--- src/hdl/ucd_pkg.sv ---
// Package: shared types and state codes for the undirected cycle detector.
`timescale 1ns / 1ps
`default_nettype none
package ucd_pkg;

  typedef struct packed {
    logic       edge_present;
    logic [7:0] end_a;
    logic [7:0] end_b;
    logic       last_edge;
  } ucd_in_t;

  typedef struct packed {
    logic cycle_found;
    logic input_error;
  } ucd_out_t;

  typedef enum logic [3:0] {
    ST_IDLE,
    ST_ROOT,
    ST_FRAME,
    ST_SCAN,
    ST_MATCH,
    ST_POP,
    ST_DONE,
    ST_CLEAR
  } ucd_state_t;

  // controller to datapath
  typedef struct packed {
    logic load_edge;
    logic root_next;
    logic root_push;
    logic frame_read;
    logic edge_read;
    logic scan_step;
    logic push_nb;
    logic pop;
    logic clear_step;
    logic clear_start;
    logic finish;
  } ucd_cmd_t;

  // datapath to controller
  typedef struct packed {
    logic root_end;
    logic root_visited;
    logic scan_end;
    logic nb_new;
    logic nb_cycle;
    logic stack_empty;
    logic clear_end;
  } ucd_sts_t;

endpackage
`default_nettype wire

--- src/hdl/ucd_ctrl.sv ---
// Controller: sequences edge loading, the search walk and the visited clear.
`timescale 1ns / 1ps
`default_nettype none
module ucd_ctrl
  import ucd_pkg::*;
(
  input  wire logic     clk,
  input  wire logic     rst_n,
  input  wire logic     start,
  input  wire logic     last_edge,
  input  wire ucd_sts_t sts,
  output ucd_cmd_t      cmd,
  output logic          busy,
  output logic          out_valid
);

  ucd_state_t state_r, state_nxt;

  always_ff @(posedge clk) begin
    if (!rst_n) state_r <= ST_IDLE;
    else        state_r <= state_nxt;
  end

  always_comb begin
    state_nxt = state_r;
    unique case (state_r)
      ST_IDLE:  if (start && last_edge) state_nxt = ST_ROOT;
      ST_ROOT: begin
        if (sts.root_end)          state_nxt = ST_DONE;
        else if (!sts.root_visited) state_nxt = ST_FRAME;
      end
      ST_FRAME: state_nxt = ST_SCAN;
      ST_SCAN: begin
        if (sts.scan_end) state_nxt = ST_POP;
        else              state_nxt = ST_MATCH;
      end
      ST_MATCH: begin
        if (sts.nb_cycle)    state_nxt = ST_DONE;
        else if (sts.nb_new) state_nxt = ST_FRAME;
        else                 state_nxt = ST_SCAN;
      end
      ST_POP: begin
        if (sts.stack_empty) state_nxt = ST_ROOT;
        else                 state_nxt = ST_FRAME;
      end
      ST_DONE:  state_nxt = ST_CLEAR;
      ST_CLEAR: if (sts.clear_end) state_nxt = ST_IDLE;
      default:  state_nxt = ST_IDLE;
    endcase
  end

  always_comb begin
    cmd       = '0;
    busy      = 1'b1;
    out_valid = 1'b0;
    unique case (state_r)
      ST_IDLE: begin
        busy            = 1'b0;
        cmd.load_edge   = start;
        cmd.clear_start = start && last_edge;
      end
      ST_ROOT: begin
        cmd.root_push = !sts.root_end && !sts.root_visited;
        cmd.root_next = !sts.root_end && sts.root_visited;
      end
      ST_FRAME: cmd.frame_read = 1'b1;
      ST_SCAN:  cmd.edge_read  = !sts.scan_end;
      ST_MATCH: begin
        cmd.scan_step = 1'b1;
        cmd.push_nb   = sts.nb_new;
      end
      ST_POP:   cmd.pop = 1'b1;
      ST_DONE: begin
        out_valid  = 1'b1;
        cmd.finish = 1'b1;
      end
      ST_CLEAR: cmd.clear_step = 1'b1;
      default: ;
    endcase
  end

endmodule
`default_nettype wire

--- config.mk ---
export PLATFORM = sky130hd
export DESIGN_NAME = ucd_ctrl
export DESIGN_NICKNAME = d
export VERILOG_FILES = /design/src/hdl/ucd_pkg.sv /design/src/hdl/ucd_ctrl.sv
export SDC_FILE = /design/constraint.sdc
export NUM_CORES = 1
export LEC_CHECK = 0
export BUFFER_PORTS_ARGS = -buffer_cell sky130_fd_sc_hd__buf_2
export CORE_AREA = 4 4 41 43
export CTS_CLUSTER_DIAMETER = 200
export DETAILED_ROUTE_END_ITERATION = 8
export DIE_AREA = 0 0 45 47
export GPL_ROUTABILITY_DRIVEN = 0
export GPL_TIMING_DRIVEN = 0
export PLACE_DENSITY = 0.5
export SLEW_MARGIN = 40
export SYNTH_ARGS = -nofsm -noshare
export SYNTH_HDL_FRONTEND = slang
export SYNTH_SLANG_ARGS = --single-unit
--- constraint.sdc ---
create_clock -name clk -period 1.7 [get_ports clk]
set_clock_uncertainty 0.2 [all_clocks]
set_input_delay 0.34 -clock clk [delete_from_list [all_inputs] [get_ports clk]]
set_output_delay 0.34 -clock clk [all_outputs]
set_load 0.005 [all_outputs]
==> out/qor.yml <==
dpl-instance-area_um2: 462
htreeDepth: 1
postCtsHoldBufs: 0
hold_viol: 0
drive_above_1_share: 0.654
path_clk_slew_ns: 0.04
io-pin-count: 24
ys_warn_count: 0
cts.root.buffer_cell: "clkbuf_4"
synth_ff_type: "dfxtp_1"
grt_pass1_vias: 402
yosys.cell_types.count: 28
dr.pass1.iters: 2
drc: 0
finalSetupViolCount: 0
first_iter_violations: 4
peakVddDrop_mv: 0.800
ys_seq_elements: 3
n_antenna_cell: 0
synthCells: 45
cp-start-kind: "register"
drv_cap: 0
wirelength_um: 1080
cp-end-kind: "primary output"
initial_utilization: 0.252
leakagePower_nw: 0.314
cts.sinks: 3
core_region_area_um2: 1300
final_common_cell: "buf_2"
rsz0062_at_grt: "true"
dp_hpwl_um: 750
die_h_um: 47
status: "finished, final reports clean"
fin_area_um2: 626
ys_seq_area_frac: 0.183
fin_hold_ws_ns: 0.180
cts_made_buffers: 3
fin_total_pwr_uw: 939
ys_async_sr_fraction: 0
grtUsageTotal: 0.115
worstPathArrival_ns: 1.15
antenna_left: 0
layout_common_cells: "22 x buf_2, 6 x buf_4, 5 x nand2_1"
hp-start: "rst_n"
worst_pin_slew_ns: 0.210
row_count: 13
routedWlPerCell_um: 11.6
r2r-start: "state_r[2]"
cts_tree: "built"
grt_pass1_wl_um: 1760
antenna_found_initial: 0
die_area_um2: 2120
top_register: "state_r"
largest_register_ffs: 3
period_share: 0.996
cts.path.max_buffers: 2
path_max_fanout: 4
synth_area_um2: 328
gr-total-overflow: 0
synth_edf_count: 0
num-nets-final: 90
clk_latency_ns: 0.23
worstSetupStartpoint: "state_r[0]"
vias_per_cell: 4.72
die_w_um: 45
grt_max_degree: 11
final-max-slew-violation-count: 0
fmax_mhz: 591
cp.required_ns: 1.16
period_minus_slack_ns: 1.69
via_count: 439
io_buffer_count: 23
area_growth_pct: 90.8
min_path_type: "primary input to register"
p_per_area_nw_per_um2: 1500
synth.avg_cell_area_um2: 7.28
slew_headroom: 0.860
reg_top3: "state_r: 3 flops"
syn_nets: 56
crit_type: "register to primary output"
==> worst max-delay path, stage by stage, from the launching register on <==
cell and delay [ns]:
dfxtp_4 0.38, buf_6 0.12, inv_6 0.04, nor4b_2 0.24, buf_2 0.14
==> power breakdown <==
group,internal (mW),switching (mW)
clock network,0.0881,0.0392
registers,0.114,0.0500
logic,0.358,0.290
total,0.560,0.379
==> metrics by stage <==
stage | instances | TNS (ns) | setup slack, ns | util
floorplan | 45 | 0 | 0.168 | -
global placement | 83 | -0.00803 | -0.00803 | 0.355
detailed placement | 83 | 0 | 0.0113 | 0.355
CTS | 93 | -0.00491 | -0.00354 | 0.458
global route | 93 | -0.247 | -0.0951 | 0.481
finish | 93 | 0 | 0.00720 | 0.481
==> area by class of cell <==
class                   instances  area, um2
well taps                      15       18.8
plain buffers                   3       37.5
repair buffers                 30        178
inverters                       3       16.3
flip-flops and latches          3       68.8
fillers                       147        676
clock buffers                   4       26.3
multi-input cells              35        280
==> synthesized netlist by cell type, types with 2 or more instances <==
| master | count | area (um2) |
|---|---|---|
| inv_1 | 2 | 7.51 |
| buf_2 | 3 | 15.0 |
| and2_1 | 2 | 12.5 |
| o21a_1 | 2 | 15.0 |
| nand2_1 | 5 | 18.8 |
| nor4b_1 | 2 | 17.5 |
| a21oi_1 | 3 | 15.0 |
| nor2_1 | 4 | 15.0 |
| dfxtp_1 | 3 | 60.1 |
==> logic make-up (layout without fill, tap and decap cells) <==
| logic type | after synthesis | after routing | share of synthesized area |
|---|---|---|---|
| and+or+nand+nor | 23 | 23 | 0.462 |
| AOI/OAI and AO/OA | 12 | 12 | 0.252 |
| buffers and inverters | 7 | 40 | 0.103 |
| DFF | 3 | 3 | 0.183 |
==> final timing paths <==
path	to	slack (ns)	cells after the start
hold reg to reg	state_r[2]	0.53	3
setup reg to reg	state_r[1]	0.07	5
setup / recovery	cmd[8]	0.007	4
hold / removal	state_r[1]	0.18	2
==> metal layers <==
metal / vias up / global-route usage / part of all wire
met5: - / 0 / 0
met3: 2 / 0.0421 / 0.083
li1: 230 / - / -
met1: 189 / 0.143 / 0.44
met2: 18 / 0.178 / 0.46
met4: 0 / 0.0526 / 0.014
==> what timing repair did <==
item / CTS / global route
setup buffers: 6 / 1
gates resized for setup: 18 / 7
pin swaps: 2 / 3
endpoints found under the setup margin: 10 / 8
(Power assumes the default switching activity.)
